**config.mk**
```make
export PLATFORM = sky130hd
export DESIGN_NAME = dtpp_cfg_regs
export DESIGN_NICKNAME = d
export VERILOG_FILES = /design/src/dtpp_pkg.sv /design/src/dtpp_cfg_regs.sv
export SDC_FILE = /design/constraint.sdc
export NUM_CORES = 1
export LEC_CHECK = 0
export ABC_AREA = 1
export BUFFER_PORTS_ARGS = -buffer_cell sky130_fd_sc_hd__buf_2
export CORE_ASPECT_RATIO = 0.9
export CORE_MARGIN = 10
export CORE_UTILIZATION = 46
export DETAILED_ROUTE_END_ITERATION = 7
export PLACE_DENSITY_LB_ADDON = 0.2
export SYNTH_ARGS = -nofsm -noshare
export SYNTH_HDL_FRONTEND = slang
export SYNTH_SLANG_ARGS = --single-unit
```
**constraint.sdc**
```tcl
create_clock -name clk_i -period 0.8 [get_ports clk_i]
set_input_delay 0.12 -clock clk_i [delete_from_list [all_inputs] [get_ports clk_i]]
set_output_delay 0.12 -clock clk_i [all_outputs]
set_load 0.01 [all_outputs]
```
**src/dtpp_pkg.sv**
```systemverilog
// Shared types and constants of the depth-to-point projection block.
`default_nettype none

package dtpp_pkg;

  // Field widths of the pixel, the point and the registers.
  localparam int unsigned DEPTH_W    = 16;
  localparam int unsigned COLOUR_W   = 8;
  localparam int unsigned FRAME_W_W  = 13;
  localparam int unsigned FRAME_H_W  = 12;
  localparam int unsigned CENTER_X_W = 16;
  localparam int unsigned CENTER_Y_W = 15;
  localparam int unsigned INV_W      = 24;
  localparam int unsigned POINT_W    = 40;
  localparam int unsigned FRAC_DROP  = 20;
  // Compare width for frame sizes against the maximum sizes (up to 8192).
  localparam int unsigned SIZE_CMP_W = 14;

  // Configuration port.
  localparam int unsigned CFG_IDX_W  = 3;
  localparam int unsigned CFG_DATA_W = 24;

  // Stream packing.
  localparam int unsigned IN_TDATA_W  = 40;
  localparam int unsigned OUT_TDATA_W = 120;
  localparam int unsigned OUT_TUSER_W = 2;

  // Register reset values.
  localparam logic [FRAME_W_W-1:0]  FRAME_W_RST  = 13'd1920;
  localparam logic [FRAME_H_W-1:0]  FRAME_H_RST  = 12'd1080;
  localparam logic [CENTER_X_W-1:0] CENTER_X_RST = 16'd15360;
  localparam logic [CENTER_Y_W-1:0] CENTER_Y_RST = 15'd8640;
  localparam logic [INV_W-1:0]      INV_RST      = 24'd16777;

  typedef enum logic [CFG_IDX_W-1:0] {
    REG_FRAME_WIDTH  = 3'd0,
    REG_FRAME_HEIGHT = 3'd1,
    REG_CENTER_X     = 3'd2,
    REG_CENTER_Y     = 3'd3,
    REG_INV_FOCAL_X  = 3'd4,
    REG_INV_FOCAL_Y  = 3'd5
  } cfg_reg_e;

  typedef struct packed {
    logic [FRAME_W_W-1:0]  frame_width;
    logic [FRAME_H_W-1:0]  frame_height;
    logic [CENTER_X_W-1:0] center_x;
    logic [CENTER_Y_W-1:0] center_y;
    logic [INV_W-1:0]      inv_focal_x;
    logic [INV_W-1:0]      inv_focal_y;
  } cfg_t;

  typedef enum logic [2:0] {
    ST_IDLE,
    ST_MUL1,
    ST_MUL2,
    ST_ROUND,
    ST_OUT
  } state_e;

  // Commands from the controller to the datapath.
  typedef struct packed {
    logic capture;
    logic mul1;
    logic mul2;
    logic rnd;
    logic load_out;
  } dp_cmd_t;

  // Status from the datapath to the controller.
  typedef struct packed {
    logic out_free;
  } dp_status_t;

endpackage

`default_nettype wire

```
**src/dtpp_cfg_regs.sv**
```systemverilog
// Configuration register file of the depth-to-point projection block.
`default_nettype none

module dtpp_cfg_regs (
  input  wire logic                           clk_i,
  input  wire logic                           rst_ni,
  input  wire logic                           cfg_valid_i,
  output      logic                           cfg_ready_o,
  input  wire logic [dtpp_pkg::CFG_IDX_W-1:0] cfg_index_i,
  input  wire logic [dtpp_pkg::CFG_DATA_W-1:0] cfg_data_i,
  output      dtpp_pkg::cfg_t                 cfg_o
);
  import dtpp_pkg::*;

  cfg_t cfg_q, cfg_d;

  // Writes are always taken; unknown indexes are dropped.
  assign cfg_ready_o = 1'b1;

  always_comb begin
    cfg_d = cfg_q;
    if (cfg_valid_i) begin
      case (cfg_reg_e'(cfg_index_i))
        REG_FRAME_WIDTH:  cfg_d.frame_width  = cfg_data_i[FRAME_W_W-1:0];
        REG_FRAME_HEIGHT: cfg_d.frame_height = cfg_data_i[FRAME_H_W-1:0];
        REG_CENTER_X:     cfg_d.center_x     = cfg_data_i[CENTER_X_W-1:0];
        REG_CENTER_Y:     cfg_d.center_y     = cfg_data_i[CENTER_Y_W-1:0];
        REG_INV_FOCAL_X:  cfg_d.inv_focal_x  = cfg_data_i[INV_W-1:0];
        REG_INV_FOCAL_Y:  cfg_d.inv_focal_y  = cfg_data_i[INV_W-1:0];
        default:          cfg_d = cfg_q;
      endcase
    end
  end

  always_ff @(posedge clk_i or negedge rst_ni) begin
    if (!rst_ni) begin
      cfg_q.frame_width  <= FRAME_W_RST;
      cfg_q.frame_height <= FRAME_H_RST;
      cfg_q.center_x     <= CENTER_X_RST;
      cfg_q.center_y     <= CENTER_Y_RST;
      cfg_q.inv_focal_x  <= INV_RST;
      cfg_q.inv_focal_y  <= INV_RST;
    end else begin
      cfg_q <= cfg_d;
    end
  end

  assign cfg_o = cfg_q;

endmodule

`default_nettype wire

```
---- Word-level counts from Yosys, hierarchy flattened ----
Cells that the tools add are included.
word-level totals
  register bits after elaboration ......... 104
  latch bits .............................. 0
  RAM bits ................................ 0
  memory bits (read-only) ................. 0
  bits of input ports ..................... 30
  output and inout port bits .............. 105
  memories kept ........................... 0
operators by class
  add/sub/neg operators ................... 0
  $mul .................................... 0
  divide/modulo/power cells ............... 0
  magnitude comparators ................... 0
  equal/unequal tests ..................... 5
  shift-type cells ........................ 0
  muxes and demuxes ....................... 0
  bitwise operators ....................... 0
  reduce and logical (&&, ||, !) cells .... 7
operators by type and width
  operator                                                          number
  2-bit AND reduction                                               6
  3-bit by 2-bit == test with 1-bit output (second input constant)  2
  3-bit == test (second input constant)                             2
  3-bit by 1-bit == test with 1-bit output (second input constant)  1
  3-bit logical NOT                                                 1

---- Logic depth before layout (Yosys ltp) ----
  depth in word-level cells ............... 2
  mapped depth ............................ 6

---- Worst setup path before layout ----
OpenSTA, ideal clock, no wires.
  path type ............................... input -> register
  start ................................... in cfg_index_i[1] (netlist name)
  end ..................................... reg cfg_q (netlist bit cfg_o[28])
  arrival time ............................ 781 ps
  required time ........................... 734 ps
  slack ................................... -47 ps
  cell stages on the path ................. 5
  path buffers ............................ 2
  path through ............................ nor2_2 > buf_2 > buf_2 > nand3_1 > nand2_1
on the way
  word-level cells in the longest chain between the ends .. 2
ends and longest elaborated chain
  element                        RTL line             source
  from (decl)                    dtpp_cfg_regs.sv:9   input wire logic [dtpp_pkg::CFG_IDX_W-1:0] cfg_index_i,
  3-bit == test                  dtpp_cfg_regs.sv:23  case (cfg_reg_e'(cfg_index_i))
  2-bit AND reduction (no line)  n/a
  to (signal assigned)           dtpp_cfg_regs.sv:44  cfg_q <= cfg_d;
  to (decl)                      dtpp_cfg_regs.sv:15  cfg_t cfg_q, cfg_d;
No other way between the ends.
A chain may end at the register's enable or synchronous reset.

---- Final worst setup path ----
  start ................................... reg cfg_q (netlist bit cfg_o[74])
  end ..................................... out cfg_o[74] (netlist name)
RTL lines
  element    RTL line             source
  to (decl)  dtpp_cfg_regs.sv:11  output dtpp_pkg::cfg_t cfg_o
No word-level cell between the ends.

==> run_results.csv <==
group,metric,value,unit
status,status,"complete, but fails checks",
status,failed_checks,"setup timing",
floorplanning,fp.dieW,120,um
detailed_routing,ant_nets,0,
timing,fin_crit,1150,ps
cts,worstSkewPairLatency,350,ps
grt,grt_pass1_wl,20900,um
synth,yosys.cell_types.count,13,
min_path,hold_class,"in2reg",
power,ir_drop,1400,uV
cells_and_area,final_cells,788,
detailed_routing,avgRoutedWirePerCell,16.9,um
grt,grt_antenna_before_repair,0,
synth,syn-cell-area,4120,um^2
detailed_routing,drc,0,
grt,grt_pass1_vias,3930,
synth,synth_nets,493,
synth,synth_top_cell_area_share,47.4,%
synth,yosysSeqAreaShare,64.0,%
cells_and_area,largest_register_ffs,104,
setup_path,required,680,ps
setup_path,critPathArrivalTime,1030,ps
setup_path,startpoint,"cfg_o[74]",
synth,synthCells,463,
cts,htreeDepth,3,
setup_path,slowest_stage,"dfstp_2",
floorplanning,io_pins,135,
setup_path,worstSetupStartpointType,"flop",
timing,drv_slew,0,
cts,cts.clk_slew.worst_paths,110,ps
placed_design,dp_cells,719,
detailed_routing,viasPerCell,4.88,
floorplanning,die_y,110,um
cts,cts_sinks,104,
grt,grt_max_degree,37,
cts,cts_root_buf,"clkbuf_8",
run,cap_violations,0,
timing,finalCritPeriodShare,144,%
power,p_total,15100,uW
power,powerDensity,2470,nW/um^2
floorplanning,placementRows,32,
floorplanning,coreArea,8650,um^2
grt,grt.total_usage,20.0,%
detailed_routing,num_vias,3847,
timing,hold_viol,0,
timing,rsz0062_at_grt,"true",
grt,grt_overflow,0,
detailed_routing,dr.pass1.iters,4,
cells_and_area,layout_commonest_cell,"nand2_1",
synth,synth_largest_area_cell,"dfrtp_1",
setup_path,cp-end-kind,"output port",
cells_and_area,nets,694,
placed_design,io_buffer_count,133,
timing,fmax,0.868,GHz
setup_path,crit_chain,"buf_6",
setup_path,critical_path_class,"reg2out",
synth,synth.area.top_cells,"dfrtp_1 47%, nand2_1 23%, dfstp_2 17%",
cells_and_area,drive_above_1_share,39.2,%
synth,ys_ff_latch,104,
floorplanning,start_util,47.6,%
cells_and_area,final_cell_mix,"248 x nand2_1, 79 x buf_2, 78 x dfrtp_1",
detailed_routing,wirelength,13300,um
timing,layout_setup_ws,-352,ps
cts,cts_made_buffers,9,
timing,finalClockSkew,0,ps
detailed_routing,drt_iter0_drc,353,
power,p_leak,0.00340,uW
min_path,min_from,"cfg_data_i[8]",
cells_and_area,diodes,0,
setup_path,slowest_delay,570,ps
placed_design,dp_hpwl,9270,um
timing,finalSetupViolCount,113,
cts,clk_path_buf_depth,2,
placed_design,gp_congestion,0.814,
cells_and_area,syn_to_final_growth,48.8,%
cts,cts_tree,"yes",
setup_path,worst-path-buf-inv,1,
placed_design,pre_cts_ws,-252,ps
setup_path,critical-path-top-delay-family,"flip-flops",
setup_path,reg2reg_from,"cfg_o[68]",
setup_path,critPathMaxFanout,2,
synth,yosysWarnings,0,
floorplanning,die_area,13100,um^2
synth,avgSynthCellArea,8.90,um^2
## where the power goes
| group | switching, uW | internal (uW) | total [uW] |
|---|---|---|---|
| clock network | 1770 | 1850 | 3620 |
| registers | 679 | 6420 | 7100 |
| logic | 2070 | 2330 | 4400 |
| total | 4520 | 10600 | 15100 |
## cell usage after synthesis
library cell and count:
nand2_2 1, dfrtp_1 78, nor2_2 4, clkbuf_1 5, nand3_1 65, buf_2 17
dfstp_2 26, inv_1 2, nor2_4 2, inv_2 4, conb_1 1, buf_4 2
nand2_1 256
## kinds of logic (layout without fill, tap and decap cells)
family                 Yosys count  in the layout  synth area share (%)
and+or+nand+nor                328            328                  32.5
buffers and inverters           30            236                  3.43
other                            1              1                0.0910
DFF                            104            104                  64.0
## stage by stage
stage / utilization (%) / hold slack, ps / TNS (ps) / instance area [um^2]
floorplan: - / -176 / -134 / 4140
global placement: 59.2 / -26.8 / -17840 / 5120
detailed placement: 59.2 / -24.8 / -20670 / 5120
CTS: 67.5 / 21.3 / -26630 / 5830
global route: 70.9 / 26.4 / -29410 / 6130
finish: 70.9 / 34.1 / -25170 / 6130
## area by class of cell
cell class	count	area [um^2]
Multi-Input combinational cell	329	1370
Tap cell	119	149
Sequential cell	104	2640
Timing Repair Buffer	214	1730
Clock inverter	5	81.3
Clock buffer	11	141
Fill cell	649	2520
Inverter	6	22.5
## worst paths after layout
| kind | to | slack, ps | cells after the start |
|---|---|---|---|
| setup reg to reg | cfg_o[68] | -60 | 4 |
| min in group asynchronous | cfg_o[33] | 140 | 2 |
| max in group asynchronous | cfg_o[0] | 150 | 3 |
| hold reg to reg | cfg_o[32] | 470 | 2 |
| setup / recovery | cfg_o[74] | -350 | 1 |
| hold / removal | cfg_o[8] | 30 | 3 |
## metal layers
| layer | track usage, % | vias to the layer above | wire (um) | part of all wire, % |
|---|---|---|---|---|
| met5 | 0 | - | 0 | 0 |
| met4 | 6.11 | 0 | 191 | 1.4 |
| met3 | 6.30 | 14 | 1040 | 7.8 |
| met2 | 32.9 | 137 | 6620 | 50 |
| met1 | 24.8 | 1859 | 5470 | 41 |
| li1 | - | 1837 | - | - |
## what timing repair did
item,CTS,global route
gates resized for setup,41,27
hold buffers,12,0
pin swaps,0,6
endpoints found under the hold margin,96,0
buffers inserted,20,23
setup endpoints to repair,104,106
Power figures use the tool's default switching activity.
