File: config.mk
export PLATFORM = sky130hd
export DESIGN_NAME = dtpp_ctrl
export DESIGN_NICKNAME = d
export VERILOG_FILES = /design/src/dtpp_pkg.sv /design/src/dtpp_ctrl.sv
export SDC_FILE = /design/constraint.sdc
export NUM_CORES = 1
export LEC_CHECK = 0
export BUFFER_PORTS_ARGS = -buffer_cell sky130_fd_sc_hd__buf_2
export CORE_AREA = 2 2 39 41
export CTS_CLUSTER_DIAMETER = 50
export DETAILED_ROUTE_END_ITERATION = 8
export DIE_AREA = 0 0 41 43
export GPL_ROUTABILITY_DRIVEN = 0
export GPL_TIMING_DRIVEN = 0
export PLACE_DENSITY = 0.41
export SYNTH_ARGS = -nofsm -noshare
export SYNTH_HDL_FRONTEND = slang
export SYNTH_SLANG_ARGS = --single-unit
File: constraint.sdc
create_clock -name clk_i -period 2.2 [get_ports clk_i]
set_input_delay 0.22 -clock clk_i [delete_from_list [all_inputs] [get_ports clk_i]]
set_output_delay 0.22 -clock clk_i [all_outputs]
set_load 0.01 [all_outputs]
File: src/dtpp_pkg.sv
// Shared types and constants of the depth-to-point projection block.
`default_nettype none

package dtpp_pkg;

  // Field widths of the pixel, the point and the registers.
  localparam int unsigned DEPTH_W    = 16;
  localparam int unsigned COLOUR_W   = 8;
  localparam int unsigned FRAME_W_W  = 13;
  localparam int unsigned FRAME_H_W  = 12;
  localparam int unsigned CENTER_X_W = 16;
  localparam int unsigned CENTER_Y_W = 15;
  localparam int unsigned INV_W      = 24;
  localparam int unsigned POINT_W    = 40;
  localparam int unsigned FRAC_DROP  = 20;
  // Compare width for frame sizes against the maximum sizes (up to 8192).
  localparam int unsigned SIZE_CMP_W = 14;

  // Configuration port.
  localparam int unsigned CFG_IDX_W  = 3;
  localparam int unsigned CFG_DATA_W = 24;

  // Stream packing.
  localparam int unsigned IN_TDATA_W  = 40;
  localparam int unsigned OUT_TDATA_W = 120;
  localparam int unsigned OUT_TUSER_W = 2;

  // Register reset values.
  localparam logic [FRAME_W_W-1:0]  FRAME_W_RST  = 13'd1920;
  localparam logic [FRAME_H_W-1:0]  FRAME_H_RST  = 12'd1080;
  localparam logic [CENTER_X_W-1:0] CENTER_X_RST = 16'd15360;
  localparam logic [CENTER_Y_W-1:0] CENTER_Y_RST = 15'd8640;
  localparam logic [INV_W-1:0]      INV_RST      = 24'd16777;

  typedef enum logic [CFG_IDX_W-1:0] {
    REG_FRAME_WIDTH  = 3'd0,
    REG_FRAME_HEIGHT = 3'd1,
    REG_CENTER_X     = 3'd2,
    REG_CENTER_Y     = 3'd3,
    REG_INV_FOCAL_X  = 3'd4,
    REG_INV_FOCAL_Y  = 3'd5
  } cfg_reg_e;

  typedef struct packed {
    logic [FRAME_W_W-1:0]  frame_width;
    logic [FRAME_H_W-1:0]  frame_height;
    logic [CENTER_X_W-1:0] center_x;
    logic [CENTER_Y_W-1:0] center_y;
    logic [INV_W-1:0]      inv_focal_x;
    logic [INV_W-1:0]      inv_focal_y;
  } cfg_t;

  typedef enum logic [2:0] {
    ST_IDLE,
    ST_MUL1,
    ST_MUL2,
    ST_ROUND,
    ST_OUT
  } state_e;

  // Commands from the controller to the datapath.
  typedef struct packed {
    logic capture;
    logic mul1;
    logic mul2;
    logic rnd;
    logic load_out;
  } dp_cmd_t;

  // Status from the datapath to the controller.
  typedef struct packed {
    logic out_free;
  } dp_status_t;

endpackage

`default_nettype wire

File: src/dtpp_ctrl.sv
// Sequencing state machine of the depth-to-point projection block.
`default_nettype none

module dtpp_ctrl (
  input  wire logic                 clk_i,
  input  wire logic                 rst_ni,
  input  wire logic                 s_tvalid_i,
  output      logic                 s_tready_o,
  input  wire dtpp_pkg::dp_status_t status_i,
  output      dtpp_pkg::dp_cmd_t    cmd_o
);
  import dtpp_pkg::*;

  state_e state_q, state_d;

  // State register.
  always_ff @(posedge clk_i or negedge rst_ni) begin
    if (!rst_ni) begin
      state_q <= ST_IDLE;
    end else begin
      state_q <= state_d;
    end
  end

  // Next state and datapath commands.
  always_comb begin
    state_d    = state_q;
    cmd_o      = '0;
    s_tready_o = 1'b0;
    case (state_q)
      ST_IDLE: begin
        s_tready_o = 1'b1;
        if (s_tvalid_i) begin
          cmd_o.capture = 1'b1;
          state_d       = ST_MUL1;
        end
      end
      ST_MUL1: begin
        cmd_o.mul1 = 1'b1;
        state_d    = ST_MUL2;
      end
      ST_MUL2: begin
        cmd_o.mul2 = 1'b1;
        state_d    = ST_ROUND;
      end
      ST_ROUND: begin
        cmd_o.rnd = 1'b1;
        state_d   = ST_OUT;
      end
      ST_OUT: begin
        // Wait here until the output register can take the point.
        if (status_i.out_free) begin
          cmd_o.load_out = 1'b1;
          state_d        = ST_IDLE;
        end
      end
      default: begin
        state_d = ST_IDLE;
      end
    endcase
  end

`ifndef SYNTHESIS
  a_capture_starts: assert property (@(posedge clk_i) disable iff (!rst_ni)
    (s_tvalid_i && s_tready_o) |=> (state_q == ST_MUL1))
    else $error("accepted pixel did not start the multiply sequence");

  a_out_holds: assert property (@(posedge clk_i) disable iff (!rst_ni)
    (state_q == ST_OUT && !status_i.out_free) |=> (state_q == ST_OUT))
    else $error("finished point left the sequencer while output was full");
`endif

endmodule

`default_nettype wire

Word level (Yosys, flattened, before mapping)
Index checks and enable logic that the tools add are counted.
{ "totals": {"ff_bits": 3, "latch_bits": 0, "ramBits": 0, "rom_bits": 0, "inputBits": 4, "out_inout_bits": 6, "word_cells": 20, "memories": 0} }
{ "op_classes": {"n_addsub": 0, "multipliers": 0, "n_div": 0, "order_cmp": 0, "n_eq_ne": 6, "shift": 0, "muxes": 11, "n_bitwise": 0, "n_reduce_logical": 2} }
{ "op_table": {"columns": ["op", "count"], "rows": [
  ["case mux 3 bit (5 select lines)", 1],
  ["two-way mux 1 bit", 8],
  ["== test 3 x 2 -> 1 bit (second input constant)", 2],
  ["two-way mux 3 bit", 2],
  ["inequality test 2 bit (second input constant)", 2],
  ["== test 3 x 1 -> 1 bit (second input constant)", 1],
  ["== test 3 bit (second input constant)", 1],
  ["zero test 3 bit", 1],
  ["AND reduction 2 bit", 1]
]} }

Longest topological paths before layout
Gate-level depths: netlist of the first run.
{ "logic_depth": {"word_depth": 3, "depth_mapped": 3, "mapped_depth_nobuf": 2} }

Worst setup path after synthesis of the first run
No wires, ideal clock.
{ "synth_path": {"path_kind": "flip-flop to output port", "startpoint": "register state_q[1]", "endpoint": "output port cmd_o[4] (netlist bit)", "arrival_time_ns": 0.972, "required_time_ns": 1.980, "path_slack_ns": 1.008, "stages_incl_launch_ff": 4, "n_path_buf": 1, "cell_sequence": "dfrtp_1 buf_12 nor3_2 and2_1"} }
{ "synth_lines": {"columns": ["item", "line", "text"], "rows": [
  ["from (decl)", "dtpp_ctrl.sv:14", "state_e state_q, state_d;"],
  ["from (signal assigned)", "dtpp_ctrl.sv:21", "state_q <= state_d;"],
  ["to (decl)", "dtpp_ctrl.sv:10", "output dtpp_pkg::dp_cmd_t cmd_o"]
]} }

==> flow_metrics.env, run 1 <==
export IMPL_grt_pass1_vias=156
export IMPL_setup_viol=0
export IMPL_regMostFlops="state_q"
export IMPL_via_per_inst=3.65
export IMPL_drv_cap=0
export IMPL_netlist_instances=19
export IMPL_r2r_setup_slack_ns=1.14
export IMPL_ant_nets=0
export IMPL_relSlewSlack_pct=83.3
export IMPL_grt_pass1_wl_um=703
export IMPL_ys_ff_latch=3
export IMPL_clk_pin_slew_ns=0.04
export IMPL_drive_gt1_share_pct=51.5
export IMPL_pin_count=10
export IMPL_synth_nets=23
export IMPL_worstPathCellList="buf_12 > and3b_1 > buf_4 > buf_2"
export IMPL_rr_worst_depth=3
export IMPL_nets=38
export IMPL_netlist_area_sq_um=199
export IMPL_die_area_sq_um=1760
export IMPL_hp_class="primary input to flop"
export IMPL_antenna_found_initial=0
export IMPL_coreArea_sq_um=1380
export IMPL_port_buffers=9
export IMPL_maxSlewViolCount=0
export IMPL_gr_total_overflow=0
export IMPL_cts_resized_gates=0
export IMPL_multiInputGateArea_sq_um=91.3
export IMPL_vdd_drop_max_mv=0.504
export IMPL_cts_sinks=3
export IMPL_cts_buffers=3
export IMPL_internal_power_w=0.000293
export IMPL_cellPowerDensity_nw_per_um2=1580
export IMPL_clkPwrFrac_pct=20.6
export IMPL_hold_violations=0
export IMPL_seq_area_sq_um=75.1
export IMPL_hold_depth=3
export IMPL_p_leak_nw=0.148
export IMPL_use_met1_pct=9.35
export IMPL_reg_top3="state_q (3)"
export IMPL_yosysWarnings=0
export IMPL_switchingPower_w=0.000183
export IMPL_hold_start="s_tvalid_i"
export IMPL_finalSetupTns_ns=0
export IMPL_fillers=147
export IMPL_hold_ws_ns=0.257
export IMPL_avgSynthCellArea_sq_um=10.5
export IMPL_htree_levels=1
export IMPL_vias=179
export IMPL_status="finished, final reports clean"
export IMPL_max_freq_ghz=0.701
export IMPL_areaGrowthSynthToFinish_pct=50.9
export IMPL_comb_power_share_pct=55.7
export IMPL_min_period_over_period_pct=64.9
export IMPL_dp_cells=44
export IMPL_grt_util_met2_pct=6.25
export IMPL_rsz0062_at_grt="false"
export IMPL_busiest_layer="met1"
export IMPL_r2r_start="state_q[1]$_DFFE_PN0P_"
export IMPL_p_seq_share_pct=23.7
export IMPL_drc=0
export IMPL_critPathLaunch="state_q[1]$_DFFE_PN0P_"
export IMPL_wl_per_cell_um=9.18
export IMPL_power_share_switching_pct=38.4
export IMPL_dieWidth_um=41
export IMPL_cp_slowest_cell="dfrtp_1"
export IMPL_drtIter0Drc=2
export IMPL_critPathCaptureType="output port"
export IMPL_rows=14
export IMPL_startpoint_type="flop"
export IMPL_wl_um=450
export IMPL_cp_arrival_ns=1.21
export IMPL_crit_fanout=8
export IMPL_synth_seq_area_share_pct=37.7
export IMPL_grt_use_total_pct=6.73
export IMPL_initial_core_util_pct=14.4
export IMPL_crit_required_ns=1.98
export IMPL_worst_setup_path_type="flop to output port"
export IMPL_finalNonFillerCells=49
export IMPL_die_y_um=43
export IMPL_cts_root_buf="clkbuf_4"
export IMPL_period_minus_slack_ns=1.43
export IMPL_worst_pin_slew_ns=0.251
export IMPL_grt_max_degree=9
export IMPL_synth_cell_types=14
export IMPL_diodes=0
export IMPL_firstDrtPassIters=4
export IMPL_largest_reg_flops=3
export IMPL_finClkSkew_ns=0.000336
export IMPL_clkLatencyLatePin_ns=0.23
export IMPL_clk_path_buf_depth=2
export IMPL_grt_use_met3_pct=6.28
export IMPL_tritoncts="built"
export IMPL_max_stage_delay_ns=0.39
power groups by stage:
stage / Clock, W / Sequential [W] / Combinational (W)
finish: 0.0000980 / 0.000113 / 0.000265
global route: 0.000115 / 0.000117 / 0.000284
CTS: 0.000105 / 0.000112 / 0.000268
detailed placement: 0 / 0.000112 / 0.000265
global placement: 0 / 0.000111 / 0.000254
floorplan: 0 / 0.000107 / 0.000195
synthesized netlist by cell type:
| master | number | area share, % |
|---|---|---|
| and3b_1 | 1 | 4.4 |
| and2_1 | 1 | 3.1 |
| nor3_2 | 1 | 5.0 |
| nand2_1 | 1 | 1.9 |
| buf_12 | 1 | 10 |
| xnor2_1 | 1 | 4.4 |
| or2_1 | 1 | 3.1 |
| dfrtp_1 | 3 | 38 |
| nor4b_2 | 1 | 7.5 |
| nor2_1 | 2 | 3.8 |
| nor3_1 | 2 | 5.0 |
| nor3b_1 | 2 | 7.5 |
| buf_4 | 1 | 3.8 |
| buf_2 | 1 | 2.5 |
placed cells by master, fill, tap and decap left out, drive strengths merged:
cell	n
or2	1
and2	1
clkbuf	4
nor3b	2
xnor2	1
nor2	2
nand2	1
nor4b	1
buf	12
dlygate4sd3	1
and3b	1
dfrtp	3
nor3	3
final cells by class:
type / instances / area share (%)
clock buffer: 4 / 8.75
multi-input combinational: 13 / 30.4
buffer: 3 / 10.8
timing repair buffer: 10 / 18.3
sequential: 3 / 25.0
tap: 16 / 6.67
critical path: cells and delay by family, from the launching register on:
family                 cells  cell delay [ns]
buffers and inverters      3             0.40
and+or+nand+nor            1             0.19
DFF                        1             0.39
what timing repair did:
action / in CTS / in global routing
setup buffers: 0 / 0
hold buffers: 1 / 0
hold endpoints to repair: 3 / 0
cells by family (layout without fill, tap and decap cells):
family / after synthesis / count (layout) / share of synthesized area [%]
and+or+nand+nor: 12 / 12 / 41.5
DFF: 3 / 3 / 37.7
xor gates and xnor gates: 1 / 1 / 4.40
buffers and inverters: 3 / 17 / 16.4
per-stage QoR:
step / total power, W / cell area [sq um] / utilization [%] / worst slack [ns]
final: 0.000476 / 300 / 21.7 / 0.773
after global routing: 0.000516 / 300 / 21.7 / 0.705
after CTS: 0.000484 / 300 / 21.7 / 0.760
after detailed placement: 0.000377 / 264 / 19.1 / 1.02
after global placement: 0.000365 / 264 / 19.1 / 1.04
after floorplan: 0.000302 / 199 / - / 1.01
per-layer routing:
metal,wire length (um),part of all wire (%)
met1,231,51
met4,0,0
met3,65,14
met2,153,34
met5,0,0
final timing paths:
path | end
max | cmd_o[1]
min | state_q[0]$_DFFE_PN0P_
min in group asynchronous | state_q[1]$_DFFE_PN0P_
min reg2reg | state_q[1]$_DFFE_PN0P_
max reg2reg | state_q[2]$_DFFE_PN0P_
max in group asynchronous | state_q[2]$_DFFE_PN0P_
No activity file was read; power rests on OpenSTA's default activity.
==> inputs of run 2 (changes only) <==
--- a/config.mk
+++ b/config.mk
@@ -12,7 +12,7 @@
 export DIE_AREA = 0 0 41 43
 export GPL_ROUTABILITY_DRIVEN = 0
 export GPL_TIMING_DRIVEN = 0
-export PLACE_DENSITY = 0.41
+export PLACE_DENSITY = 0.42
 export SYNTH_ARGS = -nofsm -noshare
 export SYNTH_HDL_FRONTEND = slang
 export SYNTH_SLANG_ARGS = --single-unit
==> constraint.sdc (replaced) <==
create_clock -name clk_i -period 1.27 [get_ports clk_i]
set_input_delay 0.127 -clock clk_i [delete_from_list [all_inputs] [get_ports clk_i]]
set_output_delay 0.127 -clock clk_i [all_outputs]
set_load 0.01 [all_outputs]
==> run 2 against run 1 <==
  * The run now ends with setup timing left
  * Clock skew hardly changed
  * Critical path type unchanged
  * Hold slack worse by 0.087 ns
  * Final area is 0.83% higher
==> flow_metrics.env, run 2 (synthesis results as in run 1) <==
export IMPL_status="finished, violations left"
export IMPL_violations="setup timing"
export IMPL_maxSlewViolCount=0
export IMPL_wl_um=417
export IMPL_p_seq_share_pct=29.9
export IMPL_p_leak_nw=0.138
export IMPL_critPathCaptureType="output port"
export IMPL_worst_path_stages=3
export IMPL_grt_use_total_pct=7.44
export IMPL_max_stage_delay_ns=0.45
export IMPL_crit_required_ns=1.14
export IMPL_port_buffers=9
export IMPL_finalNonFillerCells=47
export IMPL_grt_pass1_wl_um=759
export IMPL_worst_pin_slew_ns=0.186
export IMPL_setup_viol=1
export IMPL_fin_ws_ns=-0.0114
export IMPL_rows=14
export IMPL_cts_buffers=3
export IMPL_hold_ws_ns=0.170
export IMPL_rr_worst_depth=3
export IMPL_hold_depth=3
export IMPL_hp_class="primary input to flop"
export IMPL_wl_per_cell_um=8.87
export IMPL_hold_start="s_tvalid_i"
export IMPL_grt_pass1_vias=183
export IMPL_critPathLaunch="state_q[2]$_DFFE_PN0P_"
export IMPL_r2r_start="state_q[1]$_DFFE_PN0P_"
export IMPL_worst_path_buf_inv=1
export IMPL_period_minus_slack_ns=1.28
export IMPL_clkPwrFrac_pct=20.0
export IMPL_worst_setup_path_type="flop to output port"
export IMPL_rsz0062_at_grt="true"
export IMPL_cellPowerDensity_nw_per_um2=2770
export IMPL_nets=36
export IMPL_drtIter0Drc=3
export IMPL_coreArea_sq_um=1380
export IMPL_vias=176
export IMPL_min_period_over_period_pct=101
export IMPL_pin_count=10
export IMPL_relSlewSlack_pct=87.6
export IMPL_clk_path_buf_depth=2
export IMPL_areaGrowthSynthToFinish_pct=52.2
export IMPL_reg_top3="state_q (3)"
export IMPL_critical_path_top_delay_family="flip-flops"
export IMPL_crit_fanout=8
export IMPL_cp_slowest_cell="dfrtp_2"
export IMPL_regMostFlops="state_q"
export IMPL_clk_pin_slew_ns=0.04
export IMPL_clkLatencyLatePin_ns=0.23
export IMPL_dieWidth_um=41
export IMPL_hold_violations=0
export IMPL_diodes=0
export IMPL_vdd_drop_max_mv=0.951
export IMPL_drv_cap=0
export IMPL_drive_gt1_share_pct=54.8
export IMPL_firstDrtPassIters=2
export IMPL_power_share_switching_pct=38.6
export IMPL_max_freq_ghz=0.780
export IMPL_gr_total_overflow=0
export IMPL_finalSetupTns_ns=-0.0114
export IMPL_tritoncts="built"
export IMPL_cts_root_buf="clkbuf_4"
export IMPL_initial_core_util_pct=14.4
export IMPL_worstPathCellList="nor3_4 > and2_1 > buf_2"
export IMPL_drc=0
export IMPL_via_per_inst=3.74
export IMPL_layout_common_cells="buf_2, clkbuf_4"
export IMPL_final_common_cell="buf_2"
export IMPL_switchingPower_w=0.000324
export IMPL_grt_max_degree=9
export IMPL_ant_nets=0
export IMPL_finClkSkew_ns=0.000483
export IMPL_antenna_found_initial=0
export IMPL_dp_cells=44
export IMPL_cts_sinks=3
export IMPL_comb_power_share_pct=50.1
export IMPL_cp_arrival_ns=1.15
export IMPL_internal_power_w=0.000514
export IMPL_largest_reg_flops=3
export IMPL_startpoint_type="flop"
export IMPL_die_area_sq_um=1760
export IMPL_die_y_um=43
export IMPL_htree_levels=1
==> run 2: cell types whose count changed in the layout (fill, tap and decap cells not counted) <==
| cell | previous run | this run |
|---|---|---|
| dfrtp_2 | 0 | 2 |
| dfrtp_1 | 3 | 1 |
| nor3_2 | 1 | 0 |
| nor3_4 | 0 | 1 |
| buf_2 | 10 | 8 |
| buf_4 | 1 | 0 |
| buf_6 | 0 | 1 |
==> run 2: final cells by class <==
cell class	instances	area (sq um)
fill	147	1080
buffer	1	20.0
sequential	3	77.6
tap	16	20.0
timing repair buffer	10	61.3
clock buffer	4	26.3
multi-input combinational	13	97.6
==> run 2: metrics by stage <==
step	instance area, sq um	power [W]	utilization (%)	setup slack (ns)
5_1_grt	303	0.000908	21.9	-0.0734
3_3_place_gp	264	0.000634	19.1	0.200
4_1_cts	303	0.000851	21.9	-0.0200
6_report	303	0.000837	21.9	-0.0114
2_1_floorplan	199	0.000523	-	0.171
3_5_place_dp	264	0.000650	19.1	0.174
==> run 2: metal layers <==
metal  vias up  GRT usage, %  wire, um
met4         0          10.0        19
li1         85             -         -
met1        77          8.39       186
met5         -             0         0
met3         2          4.71        54
met2        12          7.50       157
==> run 2: path summary, 6_finish.rpt <==
check                                          to  slack [ns]
max                                      cmd_o[4]       -0.01
min                        state_q[0]$_DFFE_PN0P_        0.17
max reg2reg                state_q[2]$_DFFE_PN0P_        0.19
min reg2reg                state_q[1]$_DFFE_PN0P_        0.54
max in group asynchronous  state_q[0]$_DFFE_PN0P_        0.93
min in group asynchronous  state_q[1]$_DFFE_PN0P_        0.22
==> run 2: worst reg2reg max path, cell delays in order, from the launching register on <==
cell and delay, ns:
dfrtp_1 0.39, buf_12 0.14, and3b_1 0.19, or2_1 0.23
==> run 2: what timing repair did <==
item,CTS,global route
hold buffers,1,0
setup endpoints to repair,2,3
setup buffers,0,0
gates resized for setup,4,0
endpoints found under the hold margin,3,0
pin swaps,2,0
==> run 2: power groups by stage <==
| stage | clock network [W] | logic, W | registers (W) |
|---|---|---|---|
| 6_report | 0.000167 | 0.000419 | 0.000251 |
| 4_1_cts | 0.000176 | 0.000424 | 0.000251 |
| 3_3_place_gp | 0 | 0.000441 | 0.000193 |
| 2_1_floorplan | 0 | 0.000337 | 0.000186 |
| 3_5_place_dp | 0 | 0.000453 | 0.000197 |
| 5_1_grt | 0.000193 | 0.000450 | 0.000265 |
==> inputs of run 3 (changes only) <==
--- a/config.mk
+++ b/config.mk
@@ -5,6 +5,7 @@
 export SDC_FILE = /design/constraint.sdc
 export NUM_CORES = 1
 export LEC_CHECK = 0
+export ABC_AREA = 1
 export BUFFER_PORTS_ARGS = -buffer_cell sky130_fd_sc_hd__buf_2
 export CORE_AREA = 2 2 39 41
 export CTS_CLUSTER_DIAMETER = 50
@@ -12,7 +13,7 @@
 export DIE_AREA = 0 0 41 43
 export GPL_ROUTABILITY_DRIVEN = 0
 export GPL_TIMING_DRIVEN = 0
-export PLACE_DENSITY = 0.42
+export PLACE_DENSITY = 0.4
 export SYNTH_ARGS = -nofsm -noshare
 export SYNTH_HDL_FRONTEND = slang
 export SYNTH_SLANG_ARGS = --single-unit
==> run 3 against run 2 <==
  * The flow now finishes without violations
  * Clock skew hardly changed
  * Non-clock buffer count unchanged
  * Clock power about the same
  * Combinational power decreased by 16%
  * Die area did not move
  * Maximum frequency up 7.2%
  * Cell count up 11%
  * Global-route usage shrank 2.0 points
  * Critical path depth grew 1
  * Wire length shrank 15%
  * Largest power group unchanged
==> flow_metrics.env, run 3 <==
export IMPL_netlist_area_sq_um=176
export IMPL_crit_required_ns=1.14
export IMPL_synth_edff_count=0
export IMPL_max_stage_delay_ns=0.43
export IMPL_regMostFlops="state_q"
export IMPL_ys_flop_type="dfrtp_1"
export IMPL_cts_buffers=3
export IMPL_diodes=0
export IMPL_via_per_inst=3.38
export IMPL_drv_cap=0
export IMPL_worst_path_buf_inv=3
export IMPL_avgSynthCellArea_sq_um=8.02
export IMPL_hold_depth=2
export IMPL_rsz0062_at_grt="false"
export IMPL_synth_top_cell_area_share_pct=42.6
export IMPL_finalSetupTns_ns=0
export IMPL_r2r_start="state_q[1]$_DFFE_PN0P_"
export IMPL_areaGrowthSynthToFinish_pct=57.4
export IMPL_worstPathCellList="nand3_1 > inv_1 > buf_4 > buf_2"
export IMPL_cp_slowest_cell="dfrtp_1"
export IMPL_cts_sinks=3
export IMPL_yosysWarnings=0
export IMPL_port_buffers=9
export IMPL_drive_gt1_share_pct=52.8
export IMPL_place_area_sq_um=241
export IMPL_critPathCaptureType="output port"
export IMPL_post_cts_repair_setup_buffers=0
export IMPL_hp_class="primary input to flop"
export IMPL_gr_total_overflow=0
export IMPL_relSlewSlack_pct=87.5
export IMPL_worst_path_stages=4
export IMPL_reg2reg_to="state_q[2]$_DFFE_PN0P_"
export IMPL_initial_core_util_pct=12.7
export IMPL_clk_pin_slew_ns=0.04
export IMPL_grt_pass1_vias=175
export IMPL_largest_reg_flops=3
export IMPL_synthTopCellsByArea="dfrtp_1, inv_1, nor3b_2"
export IMPL_place_ws_ns=0.309
export IMPL_htree_levels=1
export IMPL_layout_common_cells="buf_2, inv_1"
export IMPL_nets=41
export IMPL_cellPowerDensity_nw_per_um2=2550
export IMPL_antenna_found_initial=0
export IMPL_startpoint_type="flop"
export IMPL_finalInstanceArea_sq_um=278
export IMPL_clk_path_buf_depth=2
export IMPL_dieWidth_um=41
export IMPL_dp_hpwl_um=300
export IMPL_grt_pass1_wl_um=586
export IMPL_grt_max_degree=6
export IMPL_wl_um=354
export IMPL_firstDrtPassIters=1
export IMPL_crit_fanout=5
export IMPL_cts_root_buf="clkbuf_4"
export IMPL_grt_use_total_pct=5.43
export IMPL_hold_end="state_q[2]$_DFFE_PN0P_"
export IMPL_min_period_over_period_pct=94.1
export IMPL_critical_path_top_delay_family="flip-flops"
export IMPL_fin_ws_ns=0.0751
export IMPL_synth_most_common_cell="inv_1"
export IMPL_hold_start="status_i"
export IMPL_max_freq_ghz=0.837
export IMPL_ys_ff_latch=3
export IMPL_netlist_instances=22
export IMPL_rr_worst_depth=3
export IMPL_cp_arrival_ns=1.07
export IMPL_final_common_cell="buf_2"
export IMPL_drc=0
export IMPL_cts_resized_gates=0
export IMPL_synth_seq_area_share_pct=42.6
export IMPL_vdd_drop_max_mv=0.591
export IMPL_clkLatencyLatePin_ns=0.23
export IMPL_vias=176
export IMPL_reg_top3="state_q (3)"
export IMPL_tritoncts="built"
export IMPL_synth_nets=26
export IMPL_yosysTopAreaCell="dfrtp_1"
export IMPL_ant_nets=0
export IMPL_coreArea_sq_um=1380
export IMPL_die_y_um=43
export IMPL_status="finished, final reports clean"
export IMPL_hold_violations=0
export IMPL_r2r_setup_slack_ns=0.47
export IMPL_rows=14
export IMPL_period_minus_slack_ns=1.19
export IMPL_finClkSkew_ns=0.000320
export IMPL_worst_pin_slew_ns=0.188
export IMPL_pin_count=10
export IMPL_synthTopCellsByCount="inv_1, dfrtp_1, inv_2, nor2_1"
export IMPL_die_area_sq_um=1760
export IMPL_p_leak_nw=0.164
export IMPL_maxSlewViolCount=0
export IMPL_wl_per_cell_um=6.81
export IMPL_drtIter0Drc=0
export IMPL_setup_viol=0
export IMPL_synthArstFlopShare_pct=100
export IMPL_synth_cell_types=11
export IMPL_worst_setup_path_type="flop to output port"
run 3: changes by cell type after synthesis, sizes merged, moves of 2 or more:
cell	before	now
nor3	3	0
buf	3	1
nand3	0	3
o21ai	0	2
inv	0	7
run 3: where the power goes:
group	total, W	leakage [nW]	internal (W)	switching (W)
sequential	0.000193	0.0381	0.000143	0.0000495
clock	0.000164	0.0150	0.000118	0.0000464
combinational	0.000351	0.111	0.000149	0.000202
run 3: worst max-delay path by stage:
stage / from / to / slack (ns)
2_1_floorplan: state_q[2]$_DFFE_PN0P_ / cmd_o[4] / 0.40
3_3_place_gp: state_q[2]$_DFFE_PN0P_ / cmd_o[4] / 0.31
3_5_place_dp: state_q[2]$_DFFE_PN0P_ / cmd_o[4] / 0.31
4_1_cts: state_q[0]$_DFFE_PN0P_ / cmd_o[4] / 0.06
5_1_grt: state_q[2]$_DFFE_PN0P_ / cmd_o[4] / 0.01
6_report: state_q[1]$_DFFE_PN0P_ / cmd_o[1] / 0.08
run 3: cells by family after synthesis:
family | count (synthesis) | synth area share [%]
AOI/OAI and AO/OA | 3 | 9.93
and+or+nand+nor | 8 | 28.4
DFF | 3 | 42.6
buffers and inverters | 8 | 19.1
run 3: what timing repair did:
action | CTS | global route
endpoints found under the setup margin | 0 | 0
hold buffers | 1 | 0
hold endpoints to repair | 3 | 0
run 3: layout make-up:
cell class / instances / area [sq um]
Fill cell: 159 / 1110
Sequential cell: 3 / 75.1
Multi-Input combinational cell: 11 / 67.6
Timing Repair Buffer: 10 / 55.1
Clock buffer: 4 / 26.3
Inverter: 7 / 26.3
Tap cell: 16 / 20.0
Buffer: 1 / 7.51
run 3: stage by stage:
stage,utilization [%],hold WS (ns),total power (W),std cells
after global placement,17.5,-0.0729,0.000554,47
after CTS,20.1,0.0932,0.000728,52
after floorplan,-,-0.169,0.000435,22
after global routing,20.1,0.108,0.000781,52
after detailed placement,17.5,-0.0727,0.000551,47
final,20.1,0.0937,0.000708,52
run 3: routing by layer:
layer  global-route usage (%)  routed length, um  up-vias
met5                        0                  0        -
met1                     5.50                130       77
met3                     1.57                 24        0
met4                     8.00                  0        0
met2                     6.88                198        4
li1                         -                  -       95
